File: config.mk
export PLATFORM = sky130hd
export DESIGN_NAME = rtdq_sqrt
export DESIGN_NICKNAME = d
export VERILOG_FILES = /design/src/rtl/core/rtdq_pkg.sv /design/src/rtl/core/rtdq_sqrt.sv
export SDC_FILE = /design/constraint.sdc
export NUM_CORES = 2
export LEC_CHECK = 0
export BUFFER_PORTS_ARGS = -buffer_cell sky130_fd_sc_hd__buf_4
export CAP_MARGIN = 15
export CORE_ASPECT_RATIO = 0.9
export CORE_MARGIN = 2
export CORE_UTILIZATION = 64
export DETAILED_ROUTE_END_ITERATION = 6
export PLACE_DENSITY = 0.78
export SLEW_MARGIN = 20
export SYNTH_ARGS = -nofsm -noshare
export SYNTH_HDL_FRONTEND = slang
export SYNTH_SLANG_ARGS = --single-unit
File: constraint.sdc
create_clock -name clk -period 3.8 [get_ports clk]
set_clock_uncertainty 0.1 [all_clocks]
set_input_delay 0.76 -clock clk [delete_from_list [all_inputs] [get_ports clk]]
set_output_delay 0.76 -clock clk [all_outputs]
set_load 0.005 [all_outputs]
File: src/rtl/core/rtdq_pkg.sv
package rtdq_pkg;

  localparam int RotW   = 16;
  localparam int TrW    = 32;
  localparam int CW     = 19;
  localparam int SsW    = 38;
  localparam int RadW   = SsW + 26;
  localparam int NrmW   = RadW / 2;
  localparam int NumW   = CW + 27;
  localparam int QtW    = NumW;
  localparam int InW    = 9 * RotW + 3 * TrW;
  localparam int OutW   = 4 * RotW + 4 * TrW;
  localparam int SqLat  = NrmW;
  localparam int DivLat = QtW;
  localparam int PipeLat = 2 + SqLat + DivLat + 4;
  localparam logic signed [CW-1:0] OneQ14 = 19'sd16384;

  typedef logic signed [CW-1:0] cvec_t [4];
  typedef logic signed [TrW-1:0] tvec_t [3];

  typedef struct packed {
    logic signed [CW-1:0] c0;
    logic signed [CW-1:0] c1;
    logic signed [CW-1:0] c2;
    logic signed [CW-1:0] c3;
  } cpack_t;

  typedef struct packed {
    logic signed [TrW-1:0] tx;
    logic signed [TrW-1:0] ty;
    logic signed [TrW-1:0] tz;
  } tpack_t;

  function automatic logic signed [RotW-1:0] sat16(input logic signed [QtW:0] v);
    logic signed [QtW:0] hi;
    logic signed [QtW:0] lo;
    begin
      hi = (QtW+1)'(32767);
      lo = -(QtW+1)'(32768);
      if (v > hi) sat16 = 16'sh7fff;
      else if (v < lo) sat16 = 16'sh8000;
      else sat16 = v[RotW-1:0];
    end
  endfunction

endpackage

File: src/rtl/core/rtdq_sqrt.sv
module rtdq_sqrt import rtdq_pkg::*; (
  input  logic clk,
  input  logic en,
  input  logic [RadW-1:0] rad,
  output logic [NrmW-1:0] root
);
  logic [RadW-1:0] rem_r [SqLat+1];
  logic [NrmW-1:0] res_r [SqLat+1];

  assign rem_r[0] = rad;
  assign res_r[0] = '0;

  for (genvar k = 0; k < SqLat; k++) begin : g_st
    logic [RadW-1:0] bit_v;
    logic [RadW-1:0] trial;
    logic [RadW-1:0] rem_nxt;
    logic [NrmW-1:0] res_nxt;
    logic [RadW-1:0] rem_q;
    logic [NrmW-1:0] res_q;
    always_comb begin
      bit_v = RadW'(1) << (2 * (SqLat - 1 - k));
      trial = RadW'(res_r[k]) << (SqLat - k) | bit_v;
      if (rem_r[k] >= trial) begin
        rem_nxt = rem_r[k] - trial;
        res_nxt = res_r[k] | NrmW'(NrmW'(1) << (SqLat - 1 - k));
      end else begin
        rem_nxt = rem_r[k];
        res_nxt = res_r[k];
      end
    end
    always_ff @(posedge clk) begin
      if (en) begin
        rem_q <= rem_nxt;
        res_q <= res_nxt;
      end
    end
    assign rem_r[k+1] = rem_q;
    assign res_r[k+1] = res_q;
  end

  assign root = res_r[SqLat];
endmodule

# After elaboration in Yosys (flattened, before gate mapping)
# Index checks and enable logic that the tools add are counted.
# word_totals
reg_bits	3008
latch_bits	0
mem_bits_rw	0
mem_bits_ro	0
elab_cells	189
mem_count	0
# classes
addsub	31
n_mul	0
div_mod_pow	0
n_lt_le_gt_ge	32
n_eq_ne	0
shifts	0
mux	32
bitwise	0
n_reduce_logical	0
# op_table
cell	count
2-to-1 mux 64 bit	31
>= comparator 64 x 33 -> 1 bit	1
>= comparator 64 x 34 -> 1 bit	1
>= comparator 64 x 35 -> 1 bit	1
>= comparator 64 x 36 -> 1 bit	1
>= comparator 64 x 37 -> 1 bit	1
>= comparator 64 x 38 -> 1 bit	1
>= comparator 64 x 39 -> 1 bit	1
>= comparator 64 x 40 -> 1 bit	1
>= comparator 64 x 41 -> 1 bit	1
>= comparator 64 x 42 -> 1 bit	1
>= comparator 64 x 43 -> 1 bit	1
>= comparator 64 x 44 -> 1 bit	1
>= comparator 64 x 45 -> 1 bit	1
>= comparator 64 x 46 -> 1 bit	1
>= comparator 64 x 47 -> 1 bit	1
>= comparator 64 x 48 -> 1 bit	1
>= comparator 64 x 49 -> 1 bit	1
>= comparator 64 x 50 -> 1 bit	1
>= comparator 64 x 51 -> 1 bit	1
>= comparator 64 x 52 -> 1 bit	1
>= comparator 64 x 53 -> 1 bit	1
>= comparator 64 x 54 -> 1 bit	1
>= comparator 64 x 55 -> 1 bit	1
41 further kinds	41

# Logic depth before layout (Yosys ltp)
# logic_depth
ltp_word	2
mapped_depth	15

# Least setup slack after synthesis
# Ideal clock, no wire load.
# synth_path
kind	reg-to-reg
start	reg g_st[28].rem_q[12]
end	reg g_st[29].rem_q[51] (data pin)
setup_time_ps	271
arrival_time_ps	3008
path_slack_ps	421
stages_incl_launch_ff	12
path_buffers	1
period_less_slack_ps	3379
path_cell_list	edfxtp_1 > ha_1 > a211o_1 > a2111oi_2 > o32ai_1 > a31oi_2 > o21ai_1 > a22o_1 > or4_4 > buf_6 > nor4_1 > xor2_1
# synth_via
elab_chain_cells	2
elab_cells_between_ends	3
classes_between	add/sub: 1; order compare: 1; mux: 1
# synth_rtl
element	line	rtl
start, declared	rtdq_sqrt.sv:18	logic [RadW-1:0] rem_q;
start signal, assigned	rtdq_sqrt.sv:33	rem_q <= rem_nxt;
subtractor 64 x 35 -> 64 bit / >= comparator 64 x 35 -> 1 bit (equally long branches)	rtdq_sqrt.sv:24, rtdq_sqrt.sv:23	
2-to-1 mux 64 bit *	rtdq_sqrt.sv:23	if (rem_r[k] >= trial) begin
named net g_st[29].rem_nxt[51]	rtdq_sqrt.sv:16	logic [RadW-1:0] rem_nxt;
end signal, assigned	rtdq_sqrt.sv:33	
end, declared	rtdq_sqrt.sv:18	
# The timed path passes the listed nets; every way through them passes the cells marked *.
# A chain may end at the register's enable or synchronous reset.

# Final worst setup path
# layout_path
start	reg g_st[25].rem_q[13]
end	reg g_st[26].rem_q[58] (data pin)
# layout_via
elab_chain_cells	2
elab_cells_between_ends	3
classes_between	add/sub: 1; order compare: 1; mux: 1
# layout_rtl
element	line
start, declared	rtdq_sqrt.sv:18
start signal, assigned	rtdq_sqrt.sv:33
subtractor 64 x 38 -> 64 bit / >= comparator 64 x 38 -> 1 bit (equally long branches)	rtdq_sqrt.sv:24, rtdq_sqrt.sv:23
2-to-1 mux 64 bit *	rtdq_sqrt.sv:23
named net g_st[26].rem_nxt[58]	rtdq_sqrt.sv:16
end signal, assigned	rtdq_sqrt.sv:33
end, declared	rtdq_sqrt.sv:18
# Marked as above.

==> metrics.md <==
| Metric | Value |
|---|---|
| Failing checks | DRC |
| R2R Setup Slk | 0.04 ns |
| Worst R2R Start | g_st[25].rem_q[13] |
| R2R depth | 12 |
| CP Data Arrival Time | 4.25 ns |
| Io pins | 98 |
| Critical path type | register to register |
| DR iter-0 viols | 9371 |
| Slowest cell on crit path | or4_4 |
| Inst Count DP | 12440 |
| Met2 Routed Length | 142.3 mm |
| Final global-route overflow total | 0 |
| DR vias | 81190 |
| Critical Path Max Stage Delay | 0.55 ns |
| Max frequency | 265.6 MHz |
| Hold Path Sink | g_st[0].rem_q[63] |
| Multiplexer share of the synthesized area | 0.009111 |
| Initial antenna violation count | 14 |
| CTS Buffer Depth | 3 |
| Mapped Nets | 10280 |
| Hold-critical path depth | 3 |
| Final hold viol count | 0 |
| Final worst path period share | 0.9907 |
| Layout Cells excl Fill | 12970 |
| Crit end category | register |
| PwrDens | 596.2 mW/mm2 |
| Synthesis Warnings | 0 |
| Met1 WL | 121.9 mm |
| Final Hold Slack | 0.1088 ns |
| Most frequent cells in the layout | edfxtp_1 (2512), inv_1 (694), nor2_1 (660) |
| Unrepaired setup endpoints after global routing | true |
| Asr flop ratio synth | 0 |
| Post-DP HPWL | 212.8 mm |
| Nets | 10860 |
| Post-route ant nets | 0 |
| Final setup viols | 0 |
| # DRC | 10 |
| First-pass GRT wire length | 454.8 mm |
| Max cap viols | 0 |
| Avg Cell Area, Syn | 12.55 um2 |
| Class of the worst hold path | input pin to register |
| Synth area leaders | edfxtp_1 (62%), ha_1 (5.8%), xor2_1 (3.3%), xnor2_1 (3.1%), a21oi_1 (2.6%) |
| Leak Pwr | 52.19 nW |
| Rows | 151 |
| Num CTS Buffers | 240 |
| Port bufs | 97 |
| Crit path cell chain | ha_4 -> or4b_4 -> or4_4 -> nor4_2 -> buf_4 -> nand4b_1 -> a211oi_4 -> nand3b_1 -> nor4_2 -> buf_4 -> o311ai_2 -> xnor2_1 |
| Sw Pwr | 24.56 mW |
| Gpl congestion | 0.9805 |
| Crit start category | register |
| Slew Limit Fails | 0 |
| Main combinational cell family by area after synthesis | simple AND/OR/NAND/NOR gates |
| Hold_sp | rad[63] |
| Max layer used | met5 |
| DR WL/cell | 22.82 um |
| Initial core utilization | 0.6437 |
| Req. time, crit path | 4.29 ns |
| Worst relative slew slack | 0.4454 |
| Simple-gate area share of the yosys netlist | 0.1214 |
| Maximum vdd drop | 0.4700 mV |
| Pre-CTS WS | -0.2429 ns |
| Comb power frac | 0.229 |
| Largest net degree at the start of global routing | 116 |
| DIE WIDTH | 462.6 um |
| Die area | 0.1928 mm2 |
| Worst Path Buf+Inv | 2 |
| CTS tree | done |
| Number of clock sinks | 2512 |
| Ys flop type | edfxtp_1 |
| Netlist cell types | 105 |
| Setup ws final | 0.03517 ns |
| H-Tree Depth | 4 |
| Post-synth top area cell | edfxtp_1 |
| DR WL met3 | 24.39 mm |
| Area after DPL | 0.1275 mm2 |
| Sw frac | 0.3008 |
| Largest delay share family, worst path | simple AND/OR/NAND/NOR gates |
| Placeable Area | 0.1882 mm2 |
| Levels on crit path | 12 |
| Leading cell type in the layout, fill and taps excluded | edfxtp_1 |
| Status | complete, but fails checks |
| Share of layout cells above drive strength 1 | 0.1083 |
| Worst-Skew Late Latency | 0.92 ns |
| Int Power | 57.08 mW |
| Yosys top cell area share | 0.6228 |
| Post-synthesis sequential area ratio | 0.6228 |
| Seq cells post-synth | 2512 |
| Vias per cell | 6.259 |
| Final Instance Area | 0.1369 mm2 |
| Post-Synth Adder-Cell Area | 0.05764 |
| Area growth syn-to-layout | 13.05% |
| Root buf cell | clkbuf_16 |
| Worst R2R End | g_st[26].rem_q[58] |
| Clock power share | 0.304 |
| Synth Area in XOR/XNOR | 0.06371 |
| Minimum clock period | 3.765 ns |
| GRT Util Overall | 0.3019 |
| Max FO, Critical Path | 4 |
| Reg clk slew, reported paths | 0.07 ns |
| Syn Inst Count | 9652 |
| Die Y | 416.7 um |
| Synth Area in Compound Gates | 0.09627 |
| EDFF count, synth | 2512 |
| Cell area after synthesis | 0.1211 mm2 |
| TNS Setup | 0 ns |
| Vias in the first global route | 78860 |
| Worst-Margin Slew | 0.8243 ns |
| Sequential share of power | 0.467 |
| Routed WL | 296.1 mm |
| TritonRoute pass-1 iters | 7 |
==> what timing repair did <==
action                                  4_1_cts  5_1_grt
pin swaps                                     1       20
endpoints found under the setup margin       74      214
resized for setup                            11       82
endpoints found under the hold margin        62        0
buffers inserted                              1       11
hold buffers                                 62        0
==> cells in the mapped netlist (all sizes together) (65+ instances only) <==
cell    number
nor2b       75
xor2       452
nand4      149
o21a       102
o21bai      65
ha         558
nor3       260
xnor2      429
mux2        90
or4         76
edfxtp    2512
nand2b      99
or3        114
nor4       365
a21oi      628
o21ai      440
nand3      134
nand2      574
inv        700
clkbuf     152
nor2       661
a21o       216
==> worst max-delay path by stage <==
stage | startpoint | endpoint | slack [ns]
global placement | g_st[21].rem_q[30] | g_st[22].rem_q[48] | -0.18
global route | g_st[25].rem_q[13] | g_st[26].rem_q[58] | -0.10
detailed placement | g_st[21].res_q[20] | g_st[22].rem_q[48] | -0.24
finish | g_st[25].rem_q[13] | g_st[26].rem_q[58] | 0.04
CTS | g_st[20].rem_q[5] | g_st[21].rem_q[61] | 0.004
floorplan | g_st[28].rem_q[12] | g_st[29].rem_q[51] | 0.42
==> worst reg2reg max path: cells and delay by family, from the launching register on <==
family	cells	cell delay, ns
buffers and inverters	2	0.34
DFF	1	0.44
adders and majority gates	1	0.30
xor gates and xnor gates	1	0.16
and+or+nand+nor	6	1.91
AOI/OAI and AO/OA	2	0.17
==> layer usage <==
| metal | global-route usage | up-vias |
|---|---|---|
| li1 | - | 37340 |
| met3 | 0.05411 | 556 |
| met5 | 0 | - |
| met2 | 0.4976 | 3587 |
| met4 | 0.07483 | 10 |
| met1 | 0.4195 | 39700 |
==> power by group through the flow <==
stage          sequential [mW]  clock [mW]  combinational (mW)
2_1_floorplan             37.3           0                12.7
3_3_place_gp              38.5           0                17.6
3_5_place_dp              38.6           0                18.0
4_1_cts                   38.1        25.1                18.2
5_1_grt                   38.4        26.1                20.6
6_report                  38.1        24.8                18.7
==> stage by stage <==
step | util | power, mW
finish | 0.7277 | 81.64
floorplan | - | 49.98
global placement | 0.6778 | 56.03
CTS | 0.7252 | 81.35
detailed placement | 0.6778 | 56.53
global route | 0.7276 | 85.13
==> final cells by class <==
cell class                      instances  area (um2)
Clock inverter                        174        2059
Timing Repair Buffer                  549        4780
Multi-Input combinational cell       6233       42690
Inverter                              700        2630
Sequential cell                      2512       75430
Clock buffer                          278        6170
Tap cell                             2524        3158
Antenna cell                            2       5.005
Fill cell                           12130       51250
==> logic make-up after synthesis <==
| family | count (synthesis) |
|---|---|
| XOR/XNOR | 881 |
| AND/OR/NAND/NOR | 2824 |
| AO/OA/AOI/OAI | 1871 |
| buffers and inverters | 907 |
| adder cells (fa/ha/maj) | 558 |
| multiplexers | 99 |
| flip-flops | 2512 |
==> state kept, by name, summed over array words and instances, names as in the netlist <==
register / cells
g_st.rem_q: 1984
g_st.res_q: 496
root: 32
Power figures use the tool's default switching activity.
